$ cat config.mk
export PLATFORM = sky130hd
export DESIGN_NAME = qasm_lexer_bracket_check_unit
export DESIGN_NICKNAME = d
export VERILOG_FILES = /design/src/qlbc_pkg.sv /design/src/qasm_lexer_bracket_check_unit.sv
export SDC_FILE = /design/constraint.sdc
export NUM_CORES = 1
export LEC_CHECK = 0
export ABC_AREA = 1
export ABC_CLOCK_PERIOD_IN_PS = 8650
export BUFFER_PORTS_ARGS = -buffer_cell sky130_fd_sc_hd__buf_2
export CAP_MARGIN = 20
export CORE_MARGIN = 5
export CORE_UTILIZATION = 60
export DETAILED_ROUTE_END_ITERATION = 6
export PLACE_DENSITY = 0.78
export REMOVE_ABC_BUFFERS = 1
export SYNTH_ARGS = -nofsm -noshare
export SYNTH_HDL_FRONTEND = slang
export SYNTH_SLANG_ARGS = --single-unit
$ cat constraint.sdc
create_clock -name clk -period 8.65 [get_ports clk]
set_input_delay 0.865 -clock clk [delete_from_list [all_inputs] [get_ports clk]]
set_output_delay 0.865 -clock clk [all_outputs]
set_load 0.01 [all_outputs]
$ cat src/qlbc_pkg.sv
// ----------------------------------------------------------------------------
// qlbc_pkg: shared types and constants for the QASM lexer with bracket check
// Token kinds, error codes, lexer modes, character codes and the token
// result record.
// ----------------------------------------------------------------------------
package qlbc_pkg;

    // Lexer mode while a token may still be growing
    typedef enum logic [3:0]
    {
        M_IDLE,
        M_NAME,
        M_INT,
        M_REAL,
        M_MINUS,
        M_SLASH,
        M_GT,
        M_LT,
        M_EQ,
        M_COMMENT
    } lex_mode_t;

    // Token kinds
    localparam logic [4:0] K_NAME   = 5'd0;
    localparam logic [4:0] K_INT    = 5'd1;
    localparam logic [4:0] K_REAL   = 5'd2;
    localparam logic [4:0] K_SEMI   = 5'd3;
    localparam logic [4:0] K_LPAR   = 5'd4;
    localparam logic [4:0] K_RPAR   = 5'd5;
    localparam logic [4:0] K_LBRACK = 5'd6;
    localparam logic [4:0] K_RBRACK = 5'd7;
    localparam logic [4:0] K_LBRACE = 5'd8;
    localparam logic [4:0] K_RBRACE = 5'd9;
    localparam logic [4:0] K_COMMA  = 5'd10;
    localparam logic [4:0] K_PLUS   = 5'd11;
    localparam logic [4:0] K_MINUS  = 5'd12;
    localparam logic [4:0] K_ARROW  = 5'd13;
    localparam logic [4:0] K_MUL    = 5'd14;
    localparam logic [4:0] K_DIV    = 5'd15;
    localparam logic [4:0] K_GT     = 5'd16;
    localparam logic [4:0] K_GTE    = 5'd17;
    localparam logic [4:0] K_LT     = 5'd18;
    localparam logic [4:0] K_LTE    = 5'd19;
    localparam logic [4:0] K_EQ     = 5'd20;
    localparam logic [4:0] K_END    = 5'd21;

    // Error codes
    localparam logic [2:0] ERR_NONE         = 3'd0;
    localparam logic [2:0] ERR_NESTED_SQ    = 3'd1;
    localparam logic [2:0] ERR_STRAY_SQ     = 3'd2;
    localparam logic [2:0] ERR_STRAY_PAREN  = 3'd3;
    localparam logic [2:0] ERR_STRAY_BRACE  = 3'd4;
    localparam logic [2:0] ERR_UNBALANCED   = 3'd5;
    localparam logic [2:0] ERR_DEPTH        = 3'd6;

    // Character codes
    localparam logic [7:0] CH_NEWLINE    = 8'h0A;
    localparam logic [7:0] CH_LPAR       = 8'h28;
    localparam logic [7:0] CH_RPAR       = 8'h29;
    localparam logic [7:0] CH_STAR       = 8'h2A;
    localparam logic [7:0] CH_PLUS       = 8'h2B;
    localparam logic [7:0] CH_COMMA      = 8'h2C;
    localparam logic [7:0] CH_MINUS      = 8'h2D;
    localparam logic [7:0] CH_DOT        = 8'h2E;
    localparam logic [7:0] CH_SLASH      = 8'h2F;
    localparam logic [7:0] CH_SEMI       = 8'h3B;
    localparam logic [7:0] CH_LT         = 8'h3C;
    localparam logic [7:0] CH_EQ         = 8'h3D;
    localparam logic [7:0] CH_GT         = 8'h3E;
    localparam logic [7:0] CH_LBRACK     = 8'h5B;
    localparam logic [7:0] CH_RBRACK     = 8'h5D;
    localparam logic [7:0] CH_UNDERSCORE = 8'h5F;
    localparam logic [7:0] CH_LBRACE     = 8'h7B;
    localparam logic [7:0] CH_RBRACE     = 8'h7D;

    localparam logic [30:0] INT_SAT = 31'h7FFF_FFFF;
    localparam logic [15:0] LEN_SAT = 16'hFFFF;

    // One token result as it sits in the output queue
    typedef struct packed
    {
        logic [4:0]  kind;
        logic [23:0] start;
        logic [15:0] len;
        logic [23:0] line;
        logic [30:0] ival;
        logic [2:0]  err;
        logic        last;
    } tok_res_t;

endpackage

$ cat src/qasm_lexer_bracket_check_unit.sv
// ----------------------------------------------------------------------------
// qasm_lexer_bracket_check_unit: streaming QASM tokenizer with bracket check
// Turns a byte stream into tokens and checks bracket balance on the fly.
// ----------------------------------------------------------------------------
// Usage
//   Input channel (s_axis): one source byte per request in s_axis_tdata[7:0].
//   s_axis_tlast high marks the end of the stream; its byte is ignored, the
//   pending token is flushed and an end token with the balance result follows.
//   Output channel (m_axis): one token per request. tuser carries the token
//   kind, tdata the offset, length, line, integer value and error code, and
//   tlast flags the last token caused by one input request.
// Timing and flow
//   A byte is lexed straight from the input register once the queue has room,
//   and its tokens enter the four-entry result queue at the end of that cycle;
//   m_axis_tvalid is taken from the registered queue count.
//   One byte is taken every cycle as long as the queue keeps two free slots;
//   a byte that closes one token and is a token itself yields two tokens, and
//   the output port then sets the pace at one token per cycle while the receiver is ready.
// Reset and stalls
//   Reset clears the lexer state, the bracket depths, the counters and the
//   queue. When the receiver stalls the queue fills, the input register holds
//   its byte and s_axis_tready drops until two slots are free again.
//   After a bracket error the block drops bytes until the end of the stream.
// ----------------------------------------------------------------------------
module qasm_lexer_bracket_check_unit
#(
    parameter int OFFSET_BITS = 24,
    parameter int LINE_BITS   = 24,
    parameter int DEPTH_BITS  = 16
)
(
    input  logic         clk,
    input  logic         rst_n,

    input  logic         s_axis_tvalid,
    output logic         s_axis_tready,
    input  logic [7:0]   s_axis_tdata,   // [7:0] in_byte
    input  logic         s_axis_tlast,   // end_of_input

    output logic         m_axis_tvalid,
    input  logic         m_axis_tready,
    // [23:0] start_offset, [39:24] token_length, [63:40] start_line,
    // [94:64] int_value, [97:95] error_code, [103:98] zero
    output logic [103:0] m_axis_tdata,
    output logic [4:0]   m_axis_tuser,   // [4:0] token_kind
    output logic         m_axis_tlast    // last
);

    import qlbc_pkg::*;

    // ------------------------------------------------------------------
    // Input register
    // ------------------------------------------------------------------
    logic       in_valid_reg;
    logic [7:0] in_byte_reg;
    logic       in_last_reg;
    logic       consume;

    // ------------------------------------------------------------------
    // Lexer state
    // ------------------------------------------------------------------
    lex_mode_t              mode_reg,        mode_next;
    logic [30:0]            value_accum_reg, value_accum_next;
    logic [OFFSET_BITS-1:0] token_start_reg, token_start_next;
    logic [OFFSET_BITS-1:0] byte_pos_reg,    byte_pos_next;
    logic [15:0]            token_len_reg,   token_len_next;
    logic [LINE_BITS-1:0]   line_count_reg,  line_count_next;
    logic [LINE_BITS-1:0]   token_line_reg,  token_line_next;
    logic                   square_open_reg, square_open_next;
    logic [DEPTH_BITS-1:0]  paren_depth_reg, paren_depth_next;
    logic [DEPTH_BITS-1:0]  brace_depth_reg, brace_depth_next;
    logic [2:0]             sticky_err_reg,  sticky_err_next;

    // ------------------------------------------------------------------
    // Result queue
    // ------------------------------------------------------------------
    tok_res_t   fifo_mem_reg [4];
    logic [1:0] wr_ptr_reg;
    logic [1:0] rd_ptr_reg;
    logic [2:0] fifo_count_reg;
    logic       pop;
    logic [1:0] push_cnt;
    tok_res_t   slot0;
    tok_res_t   slot1;

    // Holdover item stays until the queue has room for its worst case
    assign consume       = in_valid_reg && (fifo_count_reg <= 3'd2);
    assign s_axis_tready = !in_valid_reg || consume;

    always_ff @(posedge clk or negedge rst_n)
    begin
        if (!rst_n)
        begin
            in_valid_reg <= 1'b0;
        end
        else if (s_axis_tready)
        begin
            in_valid_reg <= s_axis_tvalid;
        end
    end

    always_ff @(posedge clk)
    begin
        if (s_axis_tvalid && s_axis_tready)
        begin
            in_byte_reg <= s_axis_tdata;
            in_last_reg <= s_axis_tlast;
        end
    end

    // ------------------------------------------------------------------
    // Widened views of the counters for the fixed 24-bit result fields
    // ------------------------------------------------------------------
    logic [31:0] tok_start_w;
    logic [31:0] byte_pos_w;
    logic [31:0] tok_line_w;
    logic [31:0] line_cnt_w;

    assign tok_start_w = 32'(token_start_reg);
    assign byte_pos_w  = 32'(byte_pos_reg);
    assign tok_line_w  = 32'(token_line_reg);
    assign line_cnt_w  = 32'(line_count_reg);

    // ------------------------------------------------------------------
    // Character classes and the next decimal accumulator value
    // ------------------------------------------------------------------
    logic        is_letter;
    logic        is_digit;
    logic [3:0]  digit_val;
    logic [34:0] acc_x10;
    logic [30:0] acc_digit;
    logic [15:0] len_grow;

    assign is_letter = ((in_byte_reg >= 8'h61) && (in_byte_reg <= 8'h7A))
                    || ((in_byte_reg >= 8'h41) && (in_byte_reg <= 8'h5A));
    assign is_digit  = (in_byte_reg >= 8'h30) && (in_byte_reg <= 8'h39);
    assign digit_val = in_byte_reg[3:0];
    assign acc_x10   = 35'({value_accum_reg, 3'b000}) + 35'({value_accum_reg, 1'b0})
                     + 35'(digit_val);
    assign acc_digit = (acc_x10 > 35'(INT_SAT)) ? INT_SAT : acc_x10[30:0];
    assign len_grow  = (token_len_reg == LEN_SAT) ? LEN_SAT : token_len_reg + 16'd1;

    // ------------------------------------------------------------------
    // Token that a pending mode yields when it ends
    // ------------------------------------------------------------------
    tok_res_t flush_res;
    logic     flush_v;

    always_comb
    begin
        flush_res       = '0;
        flush_res.start = tok_start_w[23:0];
        flush_res.line  = tok_line_w[23:0];
        flush_res.len   = 16'd1;
        flush_v         = 1'b1;
        case (mode_reg)
            M_NAME:
            begin
                flush_res.kind = K_NAME;
                flush_res.len  = token_len_reg;
            end
            M_INT:
            begin
                flush_res.kind = K_INT;
                flush_res.len  = token_len_reg;
                flush_res.ival = value_accum_reg;
            end
            M_REAL:
            begin
                flush_res.kind = K_REAL;
                flush_res.len  = token_len_reg;
                flush_res.ival = value_accum_reg;
            end
            M_MINUS: flush_res.kind = K_MINUS;
            M_SLASH: flush_res.kind = K_DIV;
            M_GT:    flush_res.kind = K_GT;
            M_LT:    flush_res.kind = K_LT;
            default: flush_v = 1'b0;
        endcase
    end

    // ------------------------------------------------------------------
    // Main lexer step: pending phase gives result A, idle phase result B
    // ------------------------------------------------------------------
    tok_res_t   res_a;
    tok_res_t   res_b;
    logic       res_a_v;
    logic       res_b_v;
    logic       handled;
    logic       single_v;
    logic [4:0] single_kind;
    logic [2:0] single_err;
    logic [2:0] end_err;
    logic       begin_v;
    lex_mode_t  begin_mode;

    always_comb
    begin
        mode_next        = mode_reg;
        value_accum_next = value_accum_reg;
        token_start_next = token_start_reg;
        byte_pos_next    = byte_pos_reg;
        token_len_next   = token_len_reg;
        line_count_next  = line_count_reg;
        token_line_next  = token_line_reg;
        square_open_next = square_open_reg;
        paren_depth_next = paren_depth_reg;
        brace_depth_next = brace_depth_reg;
        sticky_err_next  = sticky_err_reg;

        res_a       = '0;
        res_b       = '0;
        res_a_v     = 1'b0;
        res_b_v     = 1'b0;
        handled     = 1'b0;
        single_v    = 1'b0;
        single_kind = K_SEMI;
        single_err  = ERR_NONE;
        end_err     = ERR_NONE;
        begin_v     = 1'b0;
        begin_mode  = M_IDLE;

        // Two-character operators, always of length two
        res_a.start = tok_start_w[23:0];
        res_a.line  = tok_line_w[23:0];
        res_a.len   = 16'd2;

        if (consume && in_last_reg)
        begin
            // End of stream: flush, report balance, return to reset state
            if (sticky_err_reg == ERR_NONE)
            begin
                res_a   = flush_res;
                res_a_v = flush_v;
                if (square_open_reg || (paren_depth_reg != '0) || (brace_depth_reg != '0))
                begin
                    end_err = ERR_UNBALANCED;
                end
            end
            else
            begin
                end_err = sticky_err_reg;
            end
            res_b.kind  = K_END;
            res_b.start = byte_pos_w[23:0];
            res_b.line  = line_cnt_w[23:0];
            res_b.err   = end_err;
            res_b_v     = 1'b1;

            mode_next        = M_IDLE;
            value_accum_next = '0;
            token_start_next = '0;
            byte_pos_next    = '0;
            token_len_next   = '0;
            line_count_next  = '0;
            token_line_next  = '0;
            square_open_next = 1'b0;
            paren_depth_next = '0;
            brace_depth_next = '0;
            sticky_err_next  = ERR_NONE;
        end
        else if (consume && (sticky_err_reg == ERR_NONE))
        begin
            byte_pos_next = byte_pos_reg + 1'b1;

            // Pending phase: grow or close the current token
            case (mode_reg)
                M_NAME:
                begin
                    if (is_letter || is_digit || (in_byte_reg == CH_UNDERSCORE)
                        || (in_byte_reg == CH_DOT))
                    begin
                        handled        = 1'b1;
                        token_len_next = len_grow;
                    end
                end
                M_INT:
                begin
                    if (is_digit)
                    begin
                        handled          = 1'b1;
                        token_len_next   = len_grow;
                        value_accum_next = acc_digit;
                    end
                    else if (in_byte_reg == CH_DOT)
                    begin
                        handled        = 1'b1;
                        token_len_next = len_grow;
                        mode_next      = M_REAL;
                    end
                end
                M_REAL:
                begin
                    if (is_digit)
                    begin
                        handled        = 1'b1;
                        token_len_next = len_grow;
                    end
                end
                M_MINUS:
                begin
                    if (in_byte_reg == CH_GT)
                    begin
                        handled    = 1'b1;
                        res_a.kind = K_ARROW;
                        res_a_v    = 1'b1;
                        mode_next  = M_IDLE;
                    end
                end
                M_SLASH:
                begin
                    if (in_byte_reg == CH_SLASH)
                    begin
                        handled   = 1'b1;
                        mode_next = M_COMMENT;
                    end
                end
                M_GT:
                begin
                    if (in_byte_reg == CH_EQ)
                    begin
                        handled    = 1'b1;
                        res_a.kind = K_GTE;
                        res_a_v    = 1'b1;
                        mode_next  = M_IDLE;
                    end
                end
                M_LT:
                begin
                    if (in_byte_reg == CH_EQ)
                    begin
                        handled    = 1'b1;
                        res_a.kind = K_LTE;
                        res_a_v    = 1'b1;
                        mode_next  = M_IDLE;
                    end
                end
                M_EQ:
                begin
                    if (in_byte_reg == CH_EQ)
                    begin
                        handled    = 1'b1;
                        res_a.kind = K_EQ;
                        res_a_v    = 1'b1;
                        mode_next  = M_IDLE;
                    end
                end
                M_COMMENT:
                begin
                    handled = (in_byte_reg != CH_NEWLINE);
                end
                default:
                begin
                    handled = 1'b0;
                end
            endcase

            // Token closed by this byte: flush it, then lex the byte afresh
            if (!handled)
            begin
                if ((mode_reg != M_COMMENT) && (mode_reg != M_IDLE))
                begin
                    res_a   = flush_res;
                    res_a_v = flush_v;
                end
                mode_next = M_IDLE;

                if (is_letter)
                begin
                    begin_v    = 1'b1;
                    begin_mode = M_NAME;
                end
                else if (is_digit)
                begin
                    begin_v    = 1'b1;
                    begin_mode = M_INT;
                end
                else
                begin
                    case (in_byte_reg)
                        CH_NEWLINE: line_count_next = line_count_reg + 1'b1;
                        CH_SEMI:
                        begin
                            single_v    = 1'b1;
                            single_kind = K_SEMI;
                        end
                        CH_LPAR:
                        begin
                            single_v    = 1'b1;
                            single_kind = K_LPAR;
                        end
                        CH_RPAR:
                        begin
                            single_v    = 1'b1;
                            single_kind = K_RPAR;
                        end
                        CH_LBRACK:
                        begin
                            single_v    = 1'b1;
                            single_kind = K_LBRACK;
                        end
                        CH_RBRACK:
                        begin
                            single_v    = 1'b1;
                            single_kind = K_RBRACK;
                        end
                        CH_LBRACE:
                        begin
                            single_v    = 1'b1;
                            single_kind = K_LBRACE;
                        end
                        CH_RBRACE:
                        begin
                            single_v    = 1'b1;
                            single_kind = K_RBRACE;
                        end
                        CH_COMMA:
                        begin
                            single_v    = 1'b1;
                            single_kind = K_COMMA;
                        end
                        CH_PLUS:
                        begin
                            single_v    = 1'b1;
                            single_kind = K_PLUS;
                        end
                        CH_STAR:
                        begin
                            single_v    = 1'b1;
                            single_kind = K_MUL;
                        end
                        CH_MINUS:
                        begin
                            begin_v    = 1'b1;
                            begin_mode = M_MINUS;
                        end
                        CH_SLASH:
                        begin
                            begin_v    = 1'b1;
                            begin_mode = M_SLASH;
                        end
                        CH_GT:
                        begin
                            begin_v    = 1'b1;
                            begin_mode = M_GT;
                        end
                        CH_LT:
                        begin
                            begin_v    = 1'b1;
                            begin_mode = M_LT;
                        end
                        CH_EQ:
                        begin
                            begin_v    = 1'b1;
                            begin_mode = M_EQ;
                        end
                        default: ;
                    endcase
                end

                // Open a multi-character token
                if (begin_v)
                begin
                    mode_next        = begin_mode;
                    token_start_next = byte_pos_reg;
                    token_line_next  = line_count_reg;
                    token_len_next   = 16'd1;
                    value_accum_next = (begin_mode == M_INT) ? 31'(digit_val) : '0;
                end

                // Single-character token with its bracket check
                if (single_v)
                begin
                    case (single_kind)
                        K_LBRACK:
                        begin
                            if (square_open_reg)
                                single_err = ERR_NESTED_SQ;
                            else
                                square_open_next = 1'b1;
                        end
                        K_RBRACK:
                        begin
                            if (!square_open_reg)
                                single_err = ERR_STRAY_SQ;
                            else
                                square_open_next = 1'b0;
                        end
                        K_LPAR:
                        begin
                            if (paren_depth_reg == '1)
                                single_err = ERR_DEPTH;
                            else
                                paren_depth_next = paren_depth_reg + 1'b1;
                        end
                        K_RPAR:
                        begin
                            if (paren_depth_reg == '0)
                                single_err = ERR_STRAY_PAREN;
                            else
                                paren_depth_next = paren_depth_reg - 1'b1;
                        end
                        K_LBRACE:
                        begin
                            if (brace_depth_reg == '1)
                                single_err = ERR_DEPTH;
                            else
                                brace_depth_next = brace_depth_reg + 1'b1;
                        end
                        K_RBRACE:
                        begin
                            if (brace_depth_reg == '0)
                                single_err = ERR_STRAY_BRACE;
                            else
                                brace_depth_next = brace_depth_reg - 1'b1;
                        end
                        default: single_err = ERR_NONE;
                    endcase
                    if (single_err != ERR_NONE)
                    begin
                        sticky_err_next = single_err;
                    end
                    res_b.kind  = single_kind;
                    res_b.start = byte_pos_w[23:0];
                    res_b.len   = 16'd1;
                    res_b.line  = line_cnt_w[23:0];
                    res_b.err   = single_err;
                    res_b_v     = 1'b1;
                end
            end
        end
    end

    // Pack the results into queue order and mark the last one
    always_comb
    begin
        slot0 = res_a_v ? res_a : res_b;
        slot1 = res_b;
        slot0.last = !(res_a_v && res_b_v);
        slot1.last = 1'b1;
        push_cnt   = {1'b0, res_a_v} + {1'b0, res_b_v};
    end

    always_ff @(posedge clk or negedge rst_n)
    begin
        if (!rst_n)
        begin
            mode_reg        <= M_IDLE;
            value_accum_reg <= '0;
            token_start_reg <= '0;
            byte_pos_reg    <= '0;
            token_len_reg   <= '0;
            line_count_reg  <= '0;
            token_line_reg  <= '0;
            square_open_reg <= 1'b0;
            paren_depth_reg <= '0;
            brace_depth_reg <= '0;
            sticky_err_reg  <= ERR_NONE;
        end
        else
        begin
            mode_reg        <= mode_next;
            value_accum_reg <= value_accum_next;
            token_start_reg <= token_start_next;
            byte_pos_reg    <= byte_pos_next;
            token_len_reg   <= token_len_next;
            line_count_reg  <= line_count_next;
            token_line_reg  <= token_line_next;
            square_open_reg <= square_open_next;
            paren_depth_reg <= paren_depth_next;
            brace_depth_reg <= brace_depth_next;
            sticky_err_reg  <= sticky_err_next;
        end
    end

    // ------------------------------------------------------------------
    // Result queue: up to two writes and one read per cycle
    // ------------------------------------------------------------------
    assign pop = m_axis_tvalid && m_axis_tready;

    always_ff @(posedge clk or negedge rst_n)
    begin
        if (!rst_n)
        begin
            wr_ptr_reg     <= '0;
            rd_ptr_reg     <= '0;
            fifo_count_reg <= '0;
        end
        else
        begin
            wr_ptr_reg     <= wr_ptr_reg + push_cnt;
            rd_ptr_reg     <= rd_ptr_reg + {1'b0, pop};
            fifo_count_reg <= fifo_count_reg + {1'b0, push_cnt} - {2'b00, pop};
        end
    end

    always_ff @(posedge clk)
    begin
        if (push_cnt != 2'd0)
        begin
            fifo_mem_reg[wr_ptr_reg] <= slot0;
        end
        if (push_cnt == 2'd2)
        begin
            fifo_mem_reg[wr_ptr_reg + 2'd1] <= slot1;
        end
    end

    tok_res_t head;
    assign head = fifo_mem_reg[rd_ptr_reg];

    assign m_axis_tvalid = (fifo_count_reg != 3'd0);
    assign m_axis_tuser  = head.kind;
    assign m_axis_tlast  = head.last;
    assign m_axis_tdata  = {6'd0, head.err, head.ival, head.line, head.len, head.start};

    // ------------------------------------------------------------------
    // Assertions
    // ------------------------------------------------------------------
    a_fifo_bound: assert property (@(posedge clk) disable iff (!rst_n)
        fifo_count_reg <= 3'd4)
        else $error("result queue overfilled");

    a_end_resets: assert property (@(posedge clk) disable iff (!rst_n)
        consume && in_last_reg |=> (mode_reg == M_IDLE) && (byte_pos_reg == '0)
            && (paren_depth_reg == '0) && (brace_depth_reg == '0) && !square_open_reg)
        else $error("state not cleared after end of stream");

    a_halt_silent: assert property (@(posedge clk) disable iff (!rst_n)
        consume && !in_last_reg && (sticky_err_reg != ERR_NONE) |-> (push_cnt == 2'd0))
        else $error("token emitted while halted");

    a_halt_holds: assert property (@(posedge clk) disable iff (!rst_n)
        consume && !in_last_reg && (sticky_err_reg != ERR_NONE)
            |=> $stable(byte_pos_reg) && $stable(sticky_err_reg))
        else $error("state moved while halted");

    a_end_is_last: assert property (@(posedge clk) disable iff (!rst_n)
        consume && in_last_reg |-> res_b_v && (slot1.kind == K_END || slot0.kind == K_END))
        else $error("end of stream gave no end token");

endmodule

After elaboration in Yosys (flattened, before gate mapping)
Memories as Yosys holds them, arrays and structs flattened.
Cells that the tools add are included.
W data, S select, Z words.
{"block": "word_totals", "out_inout_bits": 112, "mem_bits_rw": 416, "mem_count": 1, "wordCells": 297, "latch_bits": 0, "rom_bits": 0, "register_bits": 200, "in_bits": 13}
{"name": "fifo_mem_reg", "depth": 4, "word_bits": 104, "rd": 1, "rd_clocked_by_memory_dff": 0, "write_ports": 2, "line_no": "qasm_lexer_bracket_check_unit.sv:77", "text": "tok_res_t fifo_mem_reg [4];"}
{"block": "classes", "bitwise_logic": 0, "shifts": 0, "div_mod_pow": 0, "n_eq_ne": 53, "n_mul": 0, "reduce_logical": 49, "n_lt_le_gt_ge": 8, "mux": 154, "add_sub_neg": 15}
{"op": "$mux W104", "count": 6}
{"op": "$mux W24", "count": 17}
{"op": "$mux W16", "count": 23}
{"op": "$mux W31", "count": 8}
{"op": "$mux W69", "count": 3}
{"op": "$eq A8 B6 Y1 const B", "count": 12}
{"op": "$mux W4", "count": 18}
{"op": "$pmux W16 S2", "count": 2}
{"op": "$mux W3", "count": 18}
{"op": "$add A16 B1 Y16 const B", "count": 3}
{"op": "$add A24 B1 Y24 const B", "count": 2}
{"op": "$eq A16 B16 Y1 const B", "count": 3}
{"op": "$pmux W16 S3", "count": 1}
{"op": "$eq A8 B7 Y1 const B", "count": 5}
{"op": "$mux W1", "count": 40}
{"op": "$pmux W4 S9", "count": 1}
{"op": "$add A34 B32 Y35", "count": 1}
{"op": "$add A35 B4 Y35", "count": 1}
{"op": "$gt A35 B31 Y1 const B", "count": 1}
{"op": "$logic_not A16 Y1", "count": 2}
{"op": "$reduce_bool A16 Y1", "count": 2}
{"op": "$sub A16 B1 Y16 const B", "count": 2}
{"op": "$mux W5", "count": 6}
{"op": "$pmux W5 S6", "count": 1}
{"op": "other kinds (50)", "count": 101}

Logic depth before layout (Yosys ltp)
{"block": "logic_depth", "word_depth": 25, "depth_mapped": 24}

Worst setup path after synthesis
No wires, ideal clock.
{"block": "synth_path", "path_kind": "reg2reg", "from": "register in_byte_reg[4]", "to": "memory fifo_mem_reg[3][6] (netlist name)", "setup_slack_ns": 3.537, "setup_time_ns": 0.131, "t_arrival_ns": 4.981, "required_time_ns": 8.519, "stages_incl_launch_ff": 22, "path_cell_list": "edfxtp_1 -> inv_1 -> nand2_1 -> nor2_1 -> nand2_1 -> nand2_2 -> inv_2 -> nand3_1 -> nand2_2 -> nand4_1 -> nand4_4 -> nand2_2 -> buf_6 -> buf_4 -> ha_1 -> clkinv_1 -> nor3_1 -> inv_1 -> nand2_1 -> clkinv_1 -> nand2_1 -> o21ai_0"}
{"element": "from (decl)", "line_no": "qasm_lexer_bracket_check_unit.sv:55", "text": "logic [7:0] in_byte_reg;"}
{"element": "from (signal assigned)", "line_no": "qasm_lexer_bracket_check_unit.sv:106", "text": "in_byte_reg <= s_axis_tdata;"}
{"element": "to (decl)", "line_no": "qasm_lexer_bracket_check_unit.sv:77"}

==> qor.csv <==
stage,metric,value,unit
logic_synthesis,ys_warn_count,0,
logic_synthesis,synth_common_cells,"nand2_1 (1245), nand3_1 (484), o21ai_0 (427)",
cts,cts_buffers,66,
routing,wl_per_cell,19.2,um
cells_and_area,largest_reg_flops,416,
critical_path,end_kind,flip-flop,
critical_path,required,9.11,ns
logic_synthesis,ys.flop_type,edfxtp_1,
timing,hold_violations,0,
critical_path,slowest_delay,0.80,ns
timing,worst_pin_slew,1.23,ns
cells_and_area,final_layout_size_suffix_gt1_frac,0.0742,
die,die-area,63900,sq um
timing,fin_worst_skew,0.0328,ns
cts,clockBufferDepth,3,
critical_path,critical_path.slowest_cell,buf_4,
cts,cts_resized,0,
logic_synthesis,synthDistinctLibCells,52,
power,leakage,17.5,nW
logic_synthesis,synth_edf_count,237,
cells_and_area,area_delta_synth_final,8.61,%
global_route,track_usage,0.324,
cts,cts_tree,done,
cts,clk_latency,0.62,ns
timing,period_needed,6.58,ns
cells_and_area,nets,4823,
timing,maxSlewViolCount,0,
timing,setup-violations-final,0,
cts,cts.clk_slew.worst_paths,0.06,ns
routing,drtIter0Drc,3907,
cts,cts_root_buffer,clkbuf_16,
critical_path,critical_path_class,flip-flop to flip-flop,
job,cap_violations,0,
logic_synthesis,ys_ff_latch,616,
timing,fin_tns_setup,0,ns
critical_path,cp_common_cell,inv_1,
power,p_total,12.0,mW
logic_synthesis,synthTopCellsByArea,"edfxtp_1 (20%), dfrtp_1 (14%), nand2_1 (13%), dfxtp_1 (11%), nand3_1 (6.8%)",
logic_synthesis,synth_top_area_frac,0.201,
power,p_per_area,312,nW/um^2
routing,drt-pass1-iter-count,7,
global_route,overflow,0,
timing,fin_ws,2.07,ns
critical_path,path_cells,nor2_1 -> nand2_1 -> inv_1 -> nand2_1 -> nor2_1 -> a21oi_4 -> nand4_1 -> inv_1 -> nand2_2 -> nand2_2 -> buf_4 -> ha_1 -> clkinv_1 -> nor3_2 -> inv_1 -> nand2_2 -> buf_4 -> inv_1 -> nand2_1 -> o21ai_1,
power,ir_worst_vdd,0.257,mV
die,io_pins,125,
logic_synthesis,synthArstFlopShare,0.310,
global_route,grt_max_degree,125,
die,initial_core_util,0.603,
routing,drtAntennaViolNets,0,
global_route,grt_pass1_wl,169,mm
placed_design,place_ws,2.29,ns
die,fp.dieH,253,um
logic_synthesis,syn_area_per_cell,7.47,sq um
cts,clkSinkCount,616,
run_status,status,finished with violations,
placed_design,portBuffers,118,
logic_synthesis,netlist_area,35400,sq um
timing,slew-limit-headroom,0.180,
logic_synthesis,synth-seq-area-share,0.442,
global_route,grt_pass1_vias,32000,
routing,via_per_inst,6.06,
placed_design,dpl.hpwl,64.4,mm
timing,max_freq,152,MHz
logic_synthesis,synthCells,4736,
global_route,antenna_found_initial,0,
critical_path,cp-start-kind,flip-flop,
run_status,failed_checks,DRC,
timing,holdWs,0.284,ns
routing,dr_total_vias,33500,
placed_design,place_congestion,0.941,
critical_path,arrival,7.03,ns
cts,post_cts_buffers,0,
logic_synthesis,synth.most_common_cell,nand2_1,
die,die_x,253,um
timing,fin_crit_sh,0.760,
min_path,hold_path.class,primary input to async pin,
die,core-area,58700,sq um
die,rows,89,
cts,htreeDepth,3,
routing,drc,2,
logic_synthesis,synth_area_leader_cell,edfxtp_1,
timing,rsz0062_at_grt,false,
critical_path,worstPathMaxFanout,59,
routing,drt_wl_total,106,mm
cts,postCtsHoldBufs,0,
==> logic make-up (layout without fill, tap and decap cells) <==
kind of cell | after synthesis | in the layout | share of synthesized area
XOR/XNOR | 57 | 57 | 0.0141
flip-flops | 616 | 616 | 0.442
other | 1 | 7 | 0.000106
AO/OA/AOI/OAI | 948 | 948 | 0.152
buffers and inverters | 687 | 706 | 0.0765
adder cells (fa/ha/maj) | 104 | 104 | 0.0378
AND/OR/NAND/NOR | 2323 | 2323 | 0.277
==> metal layers <==
layer  share of wire  up-vias  wire length, um  track usage
li1                -    15900                -            -
met1            0.40    15600            42400        0.440
met2            0.46     1833            48700        0.521
met3            0.11      266            11400       0.0583
met4           0.034        0             3660        0.124
met5               0        -                0            0
==> stage by stage <==
stage | cells | area [sq um] | util
floorplan | 4477 | 34300 | -
global placement | 5410 | 36300 | 0.618
detailed placement | 5410 | 36300 | 0.618
CTS | 5532 | 38400 | 0.654
global route | 5533 | 38400 | 0.655
finish | 5534 | 38400 | 0.655
==> where the power goes <==
part | internal (mW) | total, mW | switching (mW)
Sequential | 3.77 | 4.16 | 0.391
Combinational | 1.37 | 5.00 | 3.64
Clock | 1.62 | 2.81 | 1.20
==> worst paths after layout <==
| check | depth (start not counted) | endpoint | slack, ns | from |
|---|---|---|---|---|
| worst max-delay path | 20 | fifo_mem_reg[1][67]$_SDFFE_PP0P_ | 2.07 | mode_reg[2]$_DFFE_PN0P_ |
| worst min-delay path | 1 | brace_depth_reg[0]$_DFFE_PN0P_ | 0.28 | rst_n |
| worst max register to register | 20 | fifo_mem_reg[1][67]$_SDFFE_PP0P_ | 2.07 | mode_reg[2]$_DFFE_PN0P_ |
| worst min register to register | 2 | fifo_mem_reg[1][33]$_SDFFE_PP0P_ | 0.45 | fifo_mem_reg[1][33]$_SDFFE_PP0P_ |
| max in group asynchronous | 2 | rd_ptr_reg[0]$_DFF_PN0_ | 7.03 | rst_n |
| min in group clk | 2 | fifo_mem_reg[1][33]$_SDFFE_PP0P_ | 0.45 | fifo_mem_reg[1][33]$_SDFFE_PP0P_ |
==> critical path: cells and delay by family (launching register included) <==
family                   cells  cell delay (ns)
AO/OA/AOI/OAI                2             0.33
adder cells (fa/ha/maj)      1             0.35
buffers and inverters        7             3.30
flip-flops                   1             0.42
AND/OR/NAND/NOR             10             1.97
==> final cells by class <==
type	count	area, sq um
diodes	1	2.50
clock buffers	100	1930
clock inverters	22	201
fillers	5017	20200
inverters	423	1600
multi-input cells	3438	17100
flip-flops and latches	616	15700
well taps	773	967
repair buffers	161	942
==> placed cells by master, fill, tap and decap left out, types with 31 or more instances in the layout <==
master,count
o22ai_1,146
xnor2_1,31
nand4_1,56
dfrtp_1,189
nor2_1,388
nor3_1,80
buf_4,42
nand3_1,484
o21ai_0,427
ha_1,99
a21oi_1,265
inv_1,412
clkbuf_16,70
nand2_1,1239
edfxtp_1,237
buf_2,117
dfxtp_1,188
Power figures use the tool's default switching activity.
